File: src/hw/rtl/iarh64_pkg.sv
// Shared types, prime table and the add-rotate step for the indexed hash.
package iarh64_pkg;

    localparam int WORD_W      = 64;
    localparam int ROT_AMT     = 7;
    localparam int ROUNDS_DEF  = 16;
    localparam int PRIME_COUNT = 27;
    localparam int PIDX_W      = $clog2(PRIME_COUNT);

    typedef logic [WORD_W-1:0] t_word;
    typedef logic [PIDX_W-1:0] t_pidx;

    // Running word plus the constant used by this step and the one used by the next.
    typedef struct packed {
        t_word acc;
        t_word ka;
        t_word kb;
    } t_mix;

    localparam t_pidx LAST_PIDX = t_pidx'(PRIME_COUNT - 1);

    function automatic t_word prime_lookup(input t_pidx idx);
        t_word p;
        case (idx)
            5'd0:    p = 64'd538404559390855907;
            5'd1:    p = 64'd3805450411483076243;
            5'd2:    p = 64'd14708983389484784737;
            5'd3:    p = 64'd17195658974718141529;
            5'd4:    p = 64'd13245550289197498483;
            5'd5:    p = 64'd941416883125616461;
            5'd6:    p = 64'd5612982853315651507;
            5'd7:    p = 64'd4425188701120728451;
            5'd8:    p = 64'd1243719584255937337;
            5'd9:    p = 64'd13226440087791218581;
            5'd10:   p = 64'd5457430076438826907;
            5'd11:   p = 64'd4252286348012823599;
            5'd12:   p = 64'd12192003767930684759;
            5'd13:   p = 64'd6352987505094611413;
            5'd14:   p = 64'd7524584683149350093;
            5'd15:   p = 64'd15024612497464916197;
            5'd16:   p = 64'd5330929197429877007;
            5'd17:   p = 64'd12085737423030207737;
            5'd18:   p = 64'd13047231448031613839;
            5'd19:   p = 64'd17893104092742596429;
            5'd20:   p = 64'd3665815096395488329;
            5'd21:   p = 64'd5164402960129843169;
            5'd22:   p = 64'd2076469291307250377;
            5'd23:   p = 64'd8494890768520301029;
            5'd24:   p = 64'd10484743222427856449;
            5'd25:   p = 64'd11655765399976318403;
            5'd26:   p = 64'd17620121305513338553;
            default: p = '0;
        endcase
        return p;
    endfunction

    // acc + k + rotl(acc), wrapping
    function automatic t_word mix_step(input t_word acc, input t_word k);
        t_word rot;
        rot = {acc[WORD_W-1-ROT_AMT:0], acc[WORD_W-1 -: ROT_AMT]};
        return acc + k + rot;
    endfunction

endpackage

File: src/hw/rtl/iarh64_cell.sv
// One half-round cell: acc + k + rotl7(acc), then swaps the two primes for the next cell.
module iarh64_cell (
    input  logic              i_clk,
    input  logic              i_rst_n,
    input  logic              i_en,
    input  logic              i_valid,
    input  iarh64_pkg::t_mix  i_mix,
    output logic              o_valid,
    output iarh64_pkg::t_mix  o_mix
);
    import iarh64_pkg::*;

    logic r_valid;
    t_mix r_mix, n_mix;

    always_comb begin
        n_mix.acc = mix_step(i_mix.acc, i_mix.ka);
        n_mix.ka  = i_mix.kb;
        n_mix.kb  = i_mix.ka;
    end

    always_ff @(posedge i_clk) begin
        if (!i_rst_n) begin
            r_valid <= 1'b0;
        end else if (i_en) begin
            r_valid <= i_valid;
        end
    end

    always_ff @(posedge i_clk) begin
        if (i_en) begin
            r_mix <= n_mix;
        end
    end

    assign o_valid = r_valid;
    assign o_mix   = r_mix;

endmodule

File: config.mk
export PLATFORM = sky130hd
export DESIGN_NAME = iarh64_cell
export DESIGN_NICKNAME = d
export VERILOG_FILES = /design/src/hw/rtl/iarh64_pkg.sv /design/src/hw/rtl/iarh64_cell.sv
export SDC_FILE = /design/constraint.sdc
export NUM_CORES = 1
export LEC_CHECK = 0
export ABC_CLOCK_PERIOD_IN_PS = 5400
export BUFFER_PORTS_ARGS = -buffer_cell sky130_fd_sc_hd__buf_2
export CORE_MARGIN = 8
export CORE_UTILIZATION = 49
export DETAILED_ROUTE_END_ITERATION = 7
export PLACE_DENSITY = 0.85
export SYNTH_ARGS = -nofsm -noshare
export SYNTH_HDL_FRONTEND = slang
export SYNTH_SLANG_ARGS = --single-unit
File: constraint.sdc
create_clock -name i_clk -period 5.4 [get_ports i_clk]
set_input_delay 0.81 -clock i_clk [delete_from_list [all_inputs] [get_ports i_clk]]
set_output_delay 0.81 -clock i_clk [all_outputs]
set_load 0.05 [all_outputs]
==> results_dict.tcl <==
set metrics [dict create \
    status "completed" \
    post_cts_resized 0 \
    hold_class "reg -> reg" \
    clock_power_share_pct 21.7 \
    wl_met1_um 13500 \
    io_pins 389 \
    htreeDepth 4 \
    ys_ff_latch 193 \
    rows 54 \
    setup_violations 0 \
    crit_family "compound AO/OA/AOI/OAI gates" \
    cts_sinks 193 \
    start_util_pct 50.1 \
    wl_per_cell_um 23.8 \
    start_kind "input port" \
    synth_edf_count 192 \
    finalHoldViolCount 0 \
    dp_slack_ns 1.10 \
    routed_wirelength_um 36100 \
    critical_path.cell_chain "buf_2, fa_1, ha_1, fa_1, a211oi_2, o211ai_1, a41o_1, a31o_4, a311oi_4, o21ai_2, a41oi_2, xnor2_1" \
    slew_violations 0 \
    cp.buffers_inverters 1 \
    seq_area_frac_synth_pct 52.7 \
    route.met2.wl_um 18400 \
    grt_max_degree 109 \
    dp_hpwl_um 29700 \
    die_w_um 166 \
    max_slew.worst_pin.slew_ns 0.900 \
    p_seq_share_pct 35.0 \
    drv_cap 0 \
    dieHeight_um 166 \
    wl_met3_um 2920 \
    core_um2 21900 \
    p_leak_nw 5.81 \
    critPathMaxStageDelay_ns 0.51 \
    max_freq_ghz 0.255 \
    numPortBuffers 388 \
    top_layer "met5" \
    design_area_um2 13800 \
    cts_tree "yes" \
    place_area_um2 13200 \
    cts_buffer_depth 2 \
    place_inst 1484 \
    viasPerCell 5.74 \
    cts_setup_buffers 0 \
    worst_slack_ns 1.48 \
    cts_root_buffer "clkbuf_16" \
    cts_buffers 17 \
    n_fill_cell 1694 \
    hold_buffers 0 \
    async_flop_share_pct 0 \
    dr.pass1.iters 5 \
    synth_cell_types 73 \
    nNetsFinal 1545 \
    syn_area_um2 11000 \
    fin_crit_ns 3.92 \
    skew_ns 0 \
    crit_type "in -> reg" \
    ir_drop_mv 0.263 \
    grt_remaining_overflow 0 \
    postRouteAntennaNets 0 \
    p_sw_share_pct 43.1 \
    dieArea_um2 27400 \
    fin_crit_sh_pct 72.6 \
    whs_ns 0.528 \
    place_congestion 0.897 \
    grt_pass1_wl_um 53600 \
    fin_tns_setup_ns 0 \
    instances_no_fill 1516 \
    arrival_ns 4.11 \
    grt_pass1_vias 9046 \
    drive_gt1_share_pct 35.9 \
    drtIter0Drc 641 \
    syn-mean-instance-area_um2 13.1 \
    synthFlopType "edfxtp_1" \
    route.detailed.drc 0 \
    comb_power_share_pct 43.3 \
    p_int_mw 3.29 \
    num_vias 8709 \
    crit_slowest_cell "fa_1" \
    rsz0062_at_grt "no" \
    grt_use_total_pct 25.4 \
    pwr_density_cell_nw_per_um2 419 \
    syn_inst 836 \
    insertion_delay_ns 0.43 \
    path_max_fanout 5 \
    synth_nets 1158 \
    path_common_cell "fa_1" \
    cp.required_ns 5.59 \
    ys_warn_count 0 \
    syn_to_final_growth_pct 25.7 \
    fin_util_pct 63.0 \
    cts.clk_slew.worst_paths_ns 0.08 \
    switchingPower_mw 2.49 \
    antenna_found_initial 2 \
    max_slew_margin_pct 40.0 \
    total_power_mw 5.78 \
    cp-end-kind "flip-flop" \
]
synth_stat cells, drive strengths merged (2+ instances only):
library cell    n  area (µm²)
and4            3        28.8
a21oi          87         439
a41oi           3        33.8
nand4b          2        17.5
buf             8        40.0
nand4          14        93.8
inv            21        78.8
fa             64        1280
and2            7        43.8
o221ai          2        17.5
and3           10        67.6
nand3          12        60.1
o21a            4        30.0
nor3           16        85.1
or2             4        25.0
a221oi          3        32.5
a311oi          2        35.0
ha             62         776
nand2b          3        18.8
a31o            3        35.0
o31ai           6        45.0
a31oi          10        62.6
o21ai          44         235
xnor2          38         333
nor2b           2        12.5
a21o           21         158
clkbuf         14        52.6
xor2           24         210
a21boi          7        52.6
o211ai          9        72.6
nand2          58         218
a211oi         10        80.1
o21bai         11        82.6
edfxtp        192        5770
nor2           38         143
state kept, by name (all words and copies together), names as in the netlist:
register and cells:
o_mix 192, o_valid 1
cell type report:
class,instances,area (µm²),share of cell area [%]
Tap cell,280,350,2.54
Inverter,21,78.8,0.571
Timing Repair Buffer,390,1970,14.2
Sequential cell,193,5790,41.9
Antenna cell,1,2.50,0.0181
Clock buffer,17,425,3.08
Clock inverter,14,173,1.25
Multi-Input combinational cell,600,5020,36.4
cell usage in the layout (no fill, tap or decap), types with 7 or more instances in the layout:
cell,n
and3_1,9
nand4_1,13
xor2_1,24
nor3_1,15
fa_1,64
o211ai_1,8
xnor2_1,38
a21oi_1,86
a21o_1,21
inv_1,21
clkbuf_16,17
ha_1,62
buf_2,387
nand3_1,12
edfxtp_1,192
nor2_1,38
a31oi_1,10
o21bai_1,11
a211oi_1,9
nand2_1,58
and2_1,7
o21ai_0,41
per-layer routing:
layer / GRT usage [%] / vias to the layer above
met1: 28.3 / 4230
met2: 45.0 / 462
met5: 0 / -
met3: 7.52 / 80
li1: - / 3935
met4: 9.48 / 2
tightest hold or removal path, stage by stage (launching register included):
cell and delay, ns:
dfxtp_1 0.33, mux2i_1 0.07, nor2b_1 0.10
final timing paths:
path / from / to / slack [ns] / cells past startpoint
setup / recovery: i_mix[65] / o_mix[183]$_DFFE_PP_ / 1.48 / 12
hold / removal: o_valid$_SDFFE_PN0P_ / o_valid$_SDFFE_PN0P_ / 0.53 / 2
setup reg to reg: o_valid$_SDFFE_PN0P_ / o_valid$_SDFFE_PN0P_ / 4.80 / 2
hold reg to reg: o_valid$_SDFFE_PN0P_ / o_valid$_SDFFE_PN0P_ / 0.53 / 2
cell families after synthesis:
logic type / count (synthesis) / share of synthesized area, %
AOI/OAI and AO/OA: 235 / 14.0
xor gates and xnor gates: 62 / 4.95
adders and majority gates: 126 / 18.7
buffers and inverters: 43 / 1.56
DFF: 193 / 52.7
muxes: 2 / 0.194
and+or+nand+nor: 175 / 7.81
power groups by stage:
stage          clock, mW  combinational, mW  sequential, mW
2_1_floorplan          0              0.966            2.87
3_3_place_gp           0               2.45            2.05
3_5_place_dp           0               2.48            2.06
4_1_cts             1.27               2.50            2.03
5_1_grt             1.33               2.65            2.04
6_report            1.25               2.51            2.03
Note: power is estimated with default switching activity, not from simulation.
