===== config.mk =====
export PLATFORM = sky130hd
export DESIGN_NAME = iarh64_idx
export DESIGN_NICKNAME = d
export VERILOG_FILES = /design/src/hw/rtl/iarh64_pkg.sv /design/src/hw/rtl/iarh64_idx.sv
export SDC_FILE = /design/constraint.sdc
export NUM_CORES = 1
export LEC_CHECK = 0
export BUFFER_PORTS_ARGS = -buffer_cell sky130_fd_sc_hd__buf_2
export CORE_UTILIZATION = 50
export CTS_BUF_LIST = sky130_fd_sc_hd__clkbuf_4 sky130_fd_sc_hd__clkbuf_8
export DETAILED_ROUTE_END_ITERATION = 10
export PLACE_DENSITY = 0.66
export SYNTH_ARGS = -nofsm -noshare
export SYNTH_HDL_FRONTEND = slang
export SYNTH_SLANG_ARGS = --single-unit

===== constraint.sdc =====
create_clock -name i_clk -period 11.4 [get_ports i_clk]
set_input_delay 0.57 -clock i_clk [delete_from_list [all_inputs] [get_ports i_clk]]
set_output_delay 0.57 -clock i_clk [all_outputs]
set_load 0.005 [all_outputs]

===== src/hw/rtl/iarh64_pkg.sv =====
// Shared types, prime table and the add-rotate step for the indexed hash.
package iarh64_pkg;

    localparam int WORD_W      = 64;
    localparam int ROT_AMT     = 7;
    localparam int ROUNDS_DEF  = 16;
    localparam int PRIME_COUNT = 27;
    localparam int PIDX_W      = $clog2(PRIME_COUNT);

    typedef logic [WORD_W-1:0] t_word;
    typedef logic [PIDX_W-1:0] t_pidx;

    // Running word plus the constant used by this step and the one used by the next.
    typedef struct packed {
        t_word acc;
        t_word ka;
        t_word kb;
    } t_mix;

    localparam t_pidx LAST_PIDX = t_pidx'(PRIME_COUNT - 1);

    function automatic t_word prime_lookup(input t_pidx idx);
        t_word p;
        case (idx)
            5'd0:    p = 64'd538404559390855907;
            5'd1:    p = 64'd3805450411483076243;
            5'd2:    p = 64'd14708983389484784737;
            5'd3:    p = 64'd17195658974718141529;
            5'd4:    p = 64'd13245550289197498483;
            5'd5:    p = 64'd941416883125616461;
            5'd6:    p = 64'd5612982853315651507;
            5'd7:    p = 64'd4425188701120728451;
            5'd8:    p = 64'd1243719584255937337;
            5'd9:    p = 64'd13226440087791218581;
            5'd10:   p = 64'd5457430076438826907;
            5'd11:   p = 64'd4252286348012823599;
            5'd12:   p = 64'd12192003767930684759;
            5'd13:   p = 64'd6352987505094611413;
            5'd14:   p = 64'd7524584683149350093;
            5'd15:   p = 64'd15024612497464916197;
            5'd16:   p = 64'd5330929197429877007;
            5'd17:   p = 64'd12085737423030207737;
            5'd18:   p = 64'd13047231448031613839;
            5'd19:   p = 64'd17893104092742596429;
            5'd20:   p = 64'd3665815096395488329;
            5'd21:   p = 64'd5164402960129843169;
            5'd22:   p = 64'd2076469291307250377;
            5'd23:   p = 64'd8494890768520301029;
            5'd24:   p = 64'd10484743222427856449;
            5'd25:   p = 64'd11655765399976318403;
            5'd26:   p = 64'd17620121305513338553;
            default: p = '0;
        endcase
        return p;
    endfunction

    // acc + k + rotl(acc), wrapping
    function automatic t_word mix_step(input t_word acc, input t_word k);
        t_word rot;
        rot = {acc[WORD_W-1-ROT_AMT:0], acc[WORD_W-1 -: ROT_AMT]};
        return acc + k + rot;
    endfunction

endpackage


===== src/hw/rtl/iarh64_idx.sv =====
// Front end: index reduction mod 27, prime lookup and the initial mixing step.
module iarh64_idx (
    input  logic               i_clk,
    input  logic               i_rst_n,
    input  logic               i_en,
    input  logic               i_valid,
    input  iarh64_pkg::t_word  i_value,
    input  iarh64_pkg::t_word  i_index,
    output logic               o_valid,
    output iarh64_pkg::t_mix   o_mix
);
    import iarh64_pkg::*;

    localparam int STAGES     = 7;
    localparam int FOLD9_BIAS = 513;   // 27 * 19, covers the largest high part

    logic [STAGES-1:0] r_vld;

    logic [19:0] r_s1, n_s1;
    logic [18:0] r_s2, n_s2;
    logic [10:0] r_s3, n_s3;
    logic [7:0]  r_s4, n_s4;
    logic        r_ones1, r_ones2, r_ones3, r_ones4;
    t_pidx       r_r1, r_r2, n_r1, n_r2;
    t_word       r_p1, r_p2;
    t_word       r_v1, r_v2, r_v3, r_v4, r_v5, r_v6;
    t_mix        r_mix, n_mix;
    logic [7:0]  s_m;

    // 2^18 == 1 mod 27: sum of 18-bit chunks
    assign n_s1 = 20'(i_index[17:0]) + 20'(i_index[35:18])
                + 20'(i_index[53:36]) + 20'(i_index[63:54]);
    assign n_s2 = 19'(r_s1[17:0]) + 19'(r_s1[19:18]);
    // 2^9 == -1 mod 27
    assign n_s3 = 11'(r_s2[8:0]) + 11'(FOLD9_BIAS) - 11'(r_s2[18:9]);
    // 2^6 == 10 mod 27
    assign n_s4 = 8'(r_s3[5:0]) + 8'({r_s3[10:6], 3'b000}) + 8'({r_s3[10:6], 1'b0});

    always_comb begin
        s_m = r_s4;
        if (s_m >= 8'd216) s_m = s_m - 8'd216;
        if (s_m >= 8'd108) s_m = s_m - 8'd108;
        if (s_m >= 8'd54)  s_m = s_m - 8'd54;
        if (s_m >= 8'd27)  s_m = s_m - 8'd27;
        n_r1 = t_pidx'(s_m);
        // all-ones index: index + 1 wraps to zero
        if (r_ones4 || n_r1 == LAST_PIDX) begin
            n_r2 = '0;
        end else begin
            n_r2 = n_r1 + t_pidx'(1);
        end
    end

    always_comb begin
        n_mix.acc = mix_step(r_v6, r_p1);
        n_mix.ka  = r_p1;
        n_mix.kb  = r_p2;
    end

    always_ff @(posedge i_clk) begin
        if (!i_rst_n) begin
            r_vld <= '0;
        end else if (i_en) begin
            r_vld <= {r_vld[STAGES-2:0], i_valid};
        end
    end

    always_ff @(posedge i_clk) begin
        if (i_en) begin
            r_s1    <= n_s1;
            r_ones1 <= &i_index;
            r_v1    <= i_value;
            r_s2    <= n_s2;
            r_ones2 <= r_ones1;
            r_v2    <= r_v1;
            r_s3    <= n_s3;
            r_ones3 <= r_ones2;
            r_v3    <= r_v2;
            r_s4    <= n_s4;
            r_ones4 <= r_ones3;
            r_v4    <= r_v3;
            r_r1    <= n_r1;
            r_r2    <= n_r2;
            r_v5    <= r_v4;
            r_p1    <= prime_lookup(r_r1);
            r_p2    <= prime_lookup(r_r2);
            r_v6    <= r_v5;
            r_mix   <= n_mix;
        end
    end

    assign o_valid = r_vld[STAGES-1];
    assign o_mix   = r_mix;

endmodule


==> metrics.txt, run 1 <==
# TYPE chip_impl_metric gauge
chip_impl_metric{name="crit_arrival",unit="ps"} 6470
chip_impl_metric{name="final_hold_viol_count",unit=""} 0
chip_impl_metric{name="max_stage_delay",unit="ps"} 640
chip_impl_metric{name="final_min_period_over_clock_period",unit="%"} 51.6
chip_impl_metric{name="drt_antenna_net_count",unit=""} 0
chip_impl_metric{name="finalNetCount",unit=""} 3431
chip_impl_metric{name="post_synth_inst_count",unit=""} 2628
chip_impl_metric{name="final_layout_size_suffix_gt1_share",unit="%"} 18.0
chip_impl_metric{name="grt_pass1_vias",unit=""} 23500
chip_impl_metric{name="period_needed",unit="ps"} 5890
chip_impl_metric{name="synth_fa_ha_area_share",unit="%"} 10.8
chip_impl_metric{name="power.switching",unit="W"} 0.00541
chip_impl_metric{name="portion_of_netlist_area_occupied_by_mux_cells",unit="%"} 0.728
chip_impl_metric{name="drv_slew",unit=""} 0
chip_impl_metric{name="postCtsSetupBuffers",unit=""} 0
chip_impl_metric{name="placeableCoreArea",unit="sq mm"} 0.0719
chip_impl_metric{name="max-clock-path-buffers",unit=""} 3
chip_impl_metric{name="max_cap_violations",unit=""} 0
chip_impl_metric{name="synth-simple-area-share",unit="%"} 7.51
chip_impl_metric{name="worstMarginPinSlew",unit="ps"} 1180
chip_impl_metric{name="area_growth",unit="%"} 15.6
chip_impl_metric{name="dr.first_iter.drc_count",unit=""} 2468
chip_impl_metric{name="gr-total-overflow",unit=""} 0
chip_impl_metric{name="drcViolationCount",unit=""} 0
chip_impl_metric{name="cts.htree.levels",unit=""} 3
chip_impl_metric{name="cts_buffers",unit=""} 121
chip_impl_info{name="dominant_cell_type_by_area_after_synthesis",value="sky130_fd_sc_hd__edfxtp_1"} 1
chip_impl_metric{name="post_synth.cell_area_avg",unit="sq um"} 13.9
chip_impl_metric{name="synth.top_cell.area_share",unit="%"} 64.0
chip_impl_metric{name="finalSetupViolations",unit=""} 0
chip_impl_metric{name="drt-total-wl",unit="mm"} 90.7
chip_impl_metric{name="max_ir_drop_vdd",unit="mV"} 0.183
chip_impl_info{name="grt_setup_unrepaired",value="no"} 1
chip_impl_metric{name="power_frac_seq",unit="%"} 35.5
chip_impl_info{name="cpLargestDelayFamily",value="compound AO/OA/AOI/OAI gates"} 1
chip_impl_metric{name="cts_hold_buffers",unit=""} 62
chip_impl_metric{name="start_util",unit="%"} 50.7
chip_impl_metric{name="clock-sinks",unit=""} 783
chip_impl_metric{name="synth_cell_type_count",unit=""} 88
chip_impl_metric{name="antenna_violations_before_repair",unit=""} 3
chip_impl_metric{name="mappedNetlistArea",unit="sq mm"} 0.0364
chip_impl_metric{name="relSlewSlack",unit="%"} 20.8
chip_impl_metric{name="cellPowerDensity",unit="mW/mm^2"} 318
chip_impl_metric{name="power.share.combinational",unit="%"} 46.6
chip_impl_info{name="tritoncts",value="yes"} 1
chip_impl_metric{name="postCtsResizedCells",unit=""} 0
chip_impl_info{name="crit_slowest_cell",value="sky130_fd_sc_hd__edfxtp_1"} 1
chip_impl_metric{name="floorplan.die_area",unit="sq mm"} 0.0740
chip_impl_metric{name="drt_first_pass_iters",unit=""} 6
chip_impl_metric{name="setup_total_negative_slack",unit="ps"} 0
chip_impl_metric{name="seq_cells_post_synth",unit=""} 783
chip_impl_metric{name="clock_power_share",unit="%"} 17.8
chip_impl_metric{name="floorplan.die.width",unit="um"} 272
chip_impl_metric{name="placement.io_buffers",unit=""} 324
chip_impl_metric{name="grt_util_all_layers",unit="%"} 24.2
chip_impl_info{name="timing.hold.worst.class",value="input port to register"} 1
chip_impl_metric{name="synth_compound_gate_area_share",unit="%"} 12.1
chip_impl_info{name="post_synth_main_area_contributors",value="sky130_fd_sc_hd__edfxtp_1, sky130_fd_sc_hd__ha_1, sky130_fd_sc_hd__fa_1, sky130_fd_sc_hd__a21oi_1, sky130_fd_sc_hd__o21ai_0"} 1
chip_impl_metric{name="vias",unit=""} 23600
chip_impl_metric{name="design.portCount",unit=""} 325
chip_impl_metric{name="nFillCells",unit=""} 5739
chip_impl_info{name="cp_cell_sequence",value="o211ai_1, a21oi_2, inv_2, ha_1, a21oi_2, o211a_1, nor3_1, or3_1, a221o_1, a31o_4, xor2_1, ha_1, o22ai_1, a221oi_4, a21oi_2, o21ai_0, ha_1, or4b_1, o221ai_1"} 1
chip_impl_metric{name="worst-path-buf-inv",unit=""} 1
chip_impl_metric{name="sw_frac_of_total",unit="%"} 40.4
chip_impl_info{name="combinational_family_with_the_most_area_after_synthesis",value="compound AO/OA/AOI/OAI gates"} 1
chip_impl_metric{name="via_per_inst",unit=""} 5.76
chip_impl_metric{name="synth_xor_area_share",unit="%"} 2.40
chip_impl_info{name="status",value="complete, no violations"} 1
chip_impl_metric{name="post-dp-hpwl",unit="mm"} 64.1
chip_impl_metric{name="synth_nets",unit=""} 3016
chip_impl_metric{name="power.leakage",unit="nW"} 16.0
chip_impl_metric{name="worst_skew_pair.late_latency",unit="ps"} 760
chip_impl_info{name="timing_worst_setup_path_type",value="register to register"} 1
chip_impl_metric{name="num_rows",unit=""} 98
chip_impl_metric{name="cell_internal_pwr",unit="W"} 0.00798
chip_impl_metric{name="postSynth.asyncResetShare",unit="%"} 0
chip_impl_metric{name="path_clk_slew",unit="ps"} 70
chip_impl_metric{name="routabilityCongestion",unit=""} 0.962
chip_impl_info{name="worst_setup_path_end_kind",value="register"} 1
chip_impl_metric{name="fp.dieH",unit="um"} 272
chip_impl_metric{name="grt_max_degree",unit=""} 181
chip_impl_info{name="synth_flop_type",value="sky130_fd_sc_hd__edfxtp_1"} 1
chip_impl_info{name="cts_root_buf",value="sky130_fd_sc_hd__clkbuf_8"} 1
chip_impl_metric{name="crit_path_max_fanout",unit=""} 13
chip_impl_metric{name="max_clock_freq",unit="GHz"} 0.170
chip_impl_metric{name="fin_worst_skew",unit="ps"} 49.9
chip_impl_metric{name="crit_required",unit="ps"} 11980
chip_impl_info{name="cp-start-kind",value="register"} 1
chip_impl_metric{name="whs",unit="ps"} 63.3
chip_impl_metric{name="ys_warnings",unit=""} 0
chip_impl_metric{name="grt_first_pass_wirelength",unit="mm"} 136
chip_impl_metric{name="synth_enable_flop_cells",unit=""} 776
chip_impl_metric{name="register_area_share_after_synthesis",unit="%"} 64.3
chip_impl_metric{name="wl_per_cell",unit="um"} 22.1
## cell usage in the layout (no fill, tap or decap), types with 22 or more instances in the layout
cell                            instances
sky130_fd_sc_hd__nand2_1              201
sky130_fd_sc_hd__nand3_1               39
sky130_fd_sc_hd__nor2_1               151
sky130_fd_sc_hd__xnor2_1               69
sky130_fd_sc_hd__o211ai_1              24
sky130_fd_sc_hd__nor2b_1               29
sky130_fd_sc_hd__fa_1                  98
sky130_fd_sc_hd__edfxtp_1             776
sky130_fd_sc_hd__dlygate4sd3_1         62
sky130_fd_sc_hd__clkbuf_4              32
sky130_fd_sc_hd__clkinv_1              38
sky130_fd_sc_hd__a21o_1                43
sky130_fd_sc_hd__a21oi_1              235
sky130_fd_sc_hd__a31oi_1               30
sky130_fd_sc_hd__buf_2                323
sky130_fd_sc_hd__nand4_1               26
sky130_fd_sc_hd__nor3_1                24
sky130_fd_sc_hd__xor2_1                31
sky130_fd_sc_hd__ha_1                 158
sky130_fd_sc_hd__mux2i_1               22
sky130_fd_sc_hd__clkbuf_8             121
sky130_fd_sc_hd__inv_1                 74
sky130_fd_sc_hd__o21ai_0              152
## flip-flops by register name (all words and copies together), names as in the netlist, 5 cells and up
register,count
o_mix,192
r_p1,64
r_p2,64
r_v1,64
r_v2,64
r_v3,64
r_v4,64
r_v5,64
r_v6,64
r_s1,20
r_s2,19
r_s3,11
r_s4,8
r_vld,7
r_r1,5
r_r2,5
## kinds of logic (layout without fill, tap and decap cells)
| kind of cell | count (synthesis) | in the layout |
|---|---|---|
| flops | 783 | 783 |
| fa+ha+maj | 256 | 256 |
| mux | 25 | 25 |
| buf+inv | 199 | 715 |
| other cells | 0 | 2 |
| compound gates | 689 | 689 |
| xor+xnor | 100 | 100 |
| simple gates | 576 | 576 |
## synth_stat cells, types with 26 or more instances
cell type	instances
sky130_fd_sc_hd__edfxtp_1	776
sky130_fd_sc_hd__a21oi_1	235
sky130_fd_sc_hd__nand2_1	201
sky130_fd_sc_hd__ha_1	158
sky130_fd_sc_hd__o21ai_0	152
sky130_fd_sc_hd__nor2_1	151
sky130_fd_sc_hd__fa_1	98
sky130_fd_sc_hd__clkbuf_1	92
sky130_fd_sc_hd__inv_1	74
sky130_fd_sc_hd__xnor2_1	69
sky130_fd_sc_hd__a21o_1	43
sky130_fd_sc_hd__nand3_1	39
sky130_fd_sc_hd__xor2_1	31
sky130_fd_sc_hd__a31oi_1	30
sky130_fd_sc_hd__nor2b_1	29
sky130_fd_sc_hd__nand4_1	26
## power by group through the flow
stage               registers, W  logic [W]  clock network [W]
global route             0.00483    0.00681            0.00259
global placement         0.00481    0.00605                  0
CTS                      0.00478    0.00619            0.00247
finish                   0.00476    0.00625            0.00239
detailed placement       0.00482    0.00613                  0
floorplan                0.00465    0.00424                  0
## final timing paths
kind	from	end	slack [ps]	cells past startpoint
max	r_s4[6]	r_r2[4]	5510	19
min	i_value[28]	r_v1[28]	60	1
max reg2reg	r_s4[6]	r_r2[4]	5510	19
min reg2reg	r_v4[36]	r_v5[36]	390	0
## routing by layer
metal	wire length, um	track usage [%]	vias up
li1	-	-	10900
met1	35800	29.9	11600
met2	46000	42.3	972
met3	5430	3.80	200
met4	3420	10.3	2
met5	13	0	-
## area by class of cell
| class | count | area, sq um | area share, % |
|---|---|---|---|
| Antenna cell | 2 | 5.00 | 0.0119 |
| Timing Repair Buffer | 409 | 2460 | 5.84 |
| Sequential cell | 783 | 23400 | 55.6 |
| Inverter | 82 | 308 | 0.731 |
| Multi-Input combinational cell | 1646 | 12200 | 29.0 |
| Clock inverter | 71 | 598 | 1.42 |
| Tap cell | 950 | 1190 | 2.82 |
| Clock buffer | 153 | 1910 | 4.52 |
## stage by stage
step	power [W]	setup WS [ps]	instances	instance area, sq um	utilization, %
detailed placement	0.0110	5610	3808	39000	54.3
finish	0.0134	5510	4096	42100	58.6
global route	0.0142	5200	4096	42100	58.6
floorplan	0.00889	6310	2628	36400	-
global placement	0.0109	5750	3808	39000	54.3
CTS	0.0134	5590	4094	42100	58.6
Power figures use the tool's default switching activity.
==> inputs of run 2 (changes only) <==
Clock period 11.4 ns to 5.8 ns, I/O delays scaled along.
==> run 2 against run 1 <==
Compared with the run above:
- core utilization up 0.51 points
- final area is 0.87% higher
- maximum frequency up 4.9%
- flip-flop and latch count unchanged
- count of clock-buffer cells in the layout rose by 19
- clock skew fell by 21 ps
- global-route usage increased by 0.23 points
- worst setup slack worse by 5300 ps
- critical path depth stayed put
- register-to-register slack lost 5300 ps
- sequential share of layout area down 0.48 points
- critical path type unchanged
- critical endpoint unchanged
- largest power group unchanged
- highest routed layer is now met4
==> metrics.txt, run 2 (synthesis results as in run 1) <==
# TYPE chip_impl_metric gauge
chip_impl_metric{name="path_clk_slew",unit="ps"} 60
chip_impl_metric{name="relSlewSlack",unit="%"} 24.4
chip_impl_metric{name="worst_skew_pair.late_latency",unit="ps"} 760
chip_impl_metric{name="drt_first_pass_iters",unit=""} 7
chip_impl_metric{name="gr-total-overflow",unit=""} 0
chip_impl_metric{name="whs",unit="ps"} 23.1
chip_impl_metric{name="final_core_utilization",unit="%"} 59.1
chip_impl_metric{name="vias",unit=""} 23700
chip_impl_metric{name="power.leakage",unit="nW"} 16.2
chip_impl_metric{name="max_ir_drop_vdd",unit="mV"} 0.417
chip_impl_info{name="cp-start-kind",value="register"} 1
chip_impl_metric{name="finalNetCount",unit=""} 3475
chip_impl_metric{name="final_hold_viol_count",unit=""} 0
chip_impl_metric{name="cellPowerDensity",unit="mW/mm^2"} 626
chip_impl_metric{name="start_util",unit="%"} 50.7
chip_impl_metric{name="clock_power_share",unit="%"} 17.7
chip_impl_metric{name="wl_per_cell",unit="um"} 22.0
chip_impl_info{name="startpoint",value="r_s4[5]"} 1
chip_impl_info{name="crit-reg2reg-capture",value="r_r2[4]"} 1
chip_impl_metric{name="dr.first_iter.drc_count",unit=""} 2267
chip_impl_metric{name="grt_util_all_layers",unit="%"} 24.5
chip_impl_metric{name="post-dp-hpwl",unit="mm"} 64.1
chip_impl_metric{name="drt-met1-wl",unit="mm"} 36.3
chip_impl_metric{name="cts_buffers",unit=""} 130
chip_impl_info{name="worst_r2r_startpoint",value="r_s4[5]"} 1
chip_impl_info{name="timing_worst_setup_path_type",value="register to register"} 1
chip_impl_metric{name="antenna_violations_before_repair",unit=""} 6
chip_impl_metric{name="grt_pass1_vias",unit=""} 23700
chip_impl_metric{name="sw_frac_of_total",unit="%"} 40.4
chip_impl_metric{name="max-clock-path-buffers",unit=""} 3
chip_impl_metric{name="largest_register_ffs",unit=""} 192
chip_impl_metric{name="max_clock_freq",unit="GHz"} 0.178
chip_impl_info{name="timing.hold.worst.class",value="input port to register"} 1
chip_impl_info{name="tritoncts",value="yes"} 1
chip_impl_metric{name="grt_first_pass_wirelength",unit="mm"} 136
chip_impl_metric{name="final_min_period_over_clock_period",unit="%"} 96.8
chip_impl_metric{name="placeableCoreArea",unit="sq mm"} 0.0719
chip_impl_metric{name="via_per_inst",unit=""} 5.71
chip_impl_metric{name="drv_slew",unit=""} 0
chip_impl_metric{name="ff2ff_setup_slack",unit="ps"} 190
chip_impl_metric{name="clock-sinks",unit=""} 783
chip_impl_metric{name="crit_required",unit="ps"} 6380
chip_impl_info{name="worst_setup_path_end_kind",value="register"} 1
chip_impl_metric{name="grt_max_degree",unit=""} 181
chip_impl_metric{name="cts.htree.levels",unit=""} 4
chip_impl_metric{name="wl_met3",unit="mm"} 5.30
chip_impl_metric{name="drcViolationCount",unit=""} 0
chip_impl_metric{name="cell_internal_pwr",unit="W"} 0.0159
chip_impl_metric{name="whs_path_depth",unit=""} 1
chip_impl_metric{name="power_frac_seq",unit="%"} 35.0
chip_impl_metric{name="design.portCount",unit=""} 325
chip_impl_metric{name="drt-total-wl",unit="mm"} 91.2
chip_impl_metric{name="finalSetupViolations",unit=""} 0
chip_impl_metric{name="fp.dieH",unit="um"} 272
chip_impl_metric{name="layout.cell_area.non_filler",unit="sq mm"} 0.0425
chip_impl_metric{name="placement.io_buffers",unit=""} 324
chip_impl_metric{name="period_needed",unit="ps"} 5610
chip_impl_metric{name="power.share.combinational",unit="%"} 47.2
chip_impl_metric{name="worstMarginPinSlew",unit="ps"} 1130
chip_impl_metric{name="fin_worst_skew",unit="ps"} 28.9
chip_impl_metric{name="worst_r2r_path_depth",unit=""} 19
chip_impl_metric{name="max_cap_violations",unit=""} 0
chip_impl_info{name="cts_root_buf",value="sky130_fd_sc_hd__clkbuf_8"} 1
chip_impl_metric{name="crit_arrival",unit="ps"} 6200
chip_impl_info{name="status",value="complete, no violations"} 1
chip_impl_metric{name="final_layout_size_suffix_gt1_share",unit="%"} 19.3
chip_impl_info{name="route.top_layer_used",value="met4"} 1
chip_impl_metric{name="floorplan.die.width",unit="um"} 272
chip_impl_metric{name="num_rows",unit=""} 98
chip_impl_metric{name="crit_path_max_fanout",unit=""} 7
chip_impl_metric{name="wl_met2",unit="mm"} 46.2
chip_impl_metric{name="power.switching",unit="W"} 0.0107
chip_impl_metric{name="routabilityCongestion",unit=""} 0.947
chip_impl_metric{name="placed_area",unit="sq mm"} 0.0391
chip_impl_info{name="leading_cell_type_in_the_layout_fill_and_taps_excluded",value="sky130_fd_sc_hd__edfxtp_1"} 1
chip_impl_info{name="most-common-layout-cells",value="sky130_fd_sc_hd__edfxtp_1, sky130_fd_sc_hd__buf_2, sky130_fd_sc_hd__a21oi_1"} 1
chip_impl_metric{name="floorplan.die_area",unit="sq mm"} 0.0740
chip_impl_metric{name="drt_antenna_net_count",unit=""} 0
chip_impl_info{name="critical_path.endpoint",value="r_r2[4]"} 1
chip_impl_metric{name="area_growth",unit="%"} 16.6
-- run 2: changes by cell type in the layout (fill, tap and decap cells not counted), moves of 7 or more --
cell,delta
sky130_fd_sc_hd__clkbuf_4,+9
sky130_fd_sc_hd__clkinv_8,+7
sky130_fd_sc_hd__clkbuf_8,+10
sky130_fd_sc_hd__clkinv_1,-12
sky130_fd_sc_hd__buf_4,+29
-- run 2: power by group through the flow --
| stage | clock network (W) | logic (W) | registers, W |
|---|---|---|---|
| after floorplan | 0 | 0.00834 | 0.00914 |
| after global placement | 0 | 0.0119 | 0.00942 |
| after detailed placement | 0 | 0.0121 | 0.00945 |
| after CTS | 0.00487 | 0.0122 | 0.00936 |
| after global routing | 0.00510 | 0.0137 | 0.00944 |
| final | 0.00472 | 0.0126 | 0.00931 |
-- run 2: worst max-delay path, cell delays in order (launching register included) --
cell,delay (ps)
sky130_fd_sc_hd__edfxtp_1,500
sky130_fd_sc_hd__and4b_1,290
sky130_fd_sc_hd__a21oi_2,190
sky130_fd_sc_hd__inv_2,100
sky130_fd_sc_hd__ha_1,220
sky130_fd_sc_hd__a21oi_2,180
sky130_fd_sc_hd__o211a_1,260
sky130_fd_sc_hd__nor3_1,80
sky130_fd_sc_hd__or3_1,480
sky130_fd_sc_hd__a221o_1,400
sky130_fd_sc_hd__a31o_4,310
sky130_fd_sc_hd__xor2_1,240
sky130_fd_sc_hd__ha_2,290
sky130_fd_sc_hd__o22ai_1,130
sky130_fd_sc_hd__a221oi_4,340
sky130_fd_sc_hd__a21oi_2,190
sky130_fd_sc_hd__xnor2_2,290
sky130_fd_sc_hd__ha_1,270
sky130_fd_sc_hd__or4b_1,490
sky130_fd_sc_hd__o221ai_1,210
-- run 2: worst min path at each step --
| stage | startpoint | to | slack [ps] |
|---|---|---|---|
| after floorplan | i_value[0] | r_v1[0] | 390 |
| after global placement | r_v5[56] | r_v6[56] | 400 |
| after detailed placement | r_v1[51] | r_v2[51] | 400 |
| after CTS | i_index[55] | r_s1[1] | 30 |
| after global routing | i_en | o_mix[37] | 30 |
| final | i_en | o_mix[37] | 20 |
-- run 2: per-stage QoR --
stage | total power, W | worst slack [ps] | TNS, ps | instances
3_5_place_dp | 0.0215 | -110 | -110 | 3820
2_1_floorplan | 0.0175 | 706 | 0 | 2628
4_1_cts | 0.0264 | 40.9 | 0 | 4116
6_report | 0.0266 | 188 | 0 | 4139
3_3_place_gp | 0.0213 | 170 | 0 | 3820
5_1_grt | 0.0282 | -23.9 | -23.9 | 4136
-- run 2: repair_timing --
| item | in CTS | in global routing |
|---|---|---|
| cloned | 0 | 0 |
| pin swaps | 0 | 2 |
| hold endpoints to repair | 73 | 0 |
| endpoints found under the setup margin | 1 | 1 |
| buffers inserted | 0 | 17 |
| resized for setup | 2 | 2 |
| hold buffers | 68 | 0 |
-- run 2: routing by layer --
layer	vias up	global-route usage [%]
li1	11000	-
met1	11600	30.2
met2	933	42.3
met3	195	4.27
met4	0	10.3
met5	-	0
-- run 2: cell type report --
type,count,area [sq um]
Timing Repair Buffer,444,2740
Inverter,82,308
Clock buffer,172,2110
Tap cell,950,1190
Antenna cell,6,15.0
Sequential cell,783,23400
Fill cell,5798,29400
Clock inverter,56,457
Multi-Input combinational cell,1646,12200
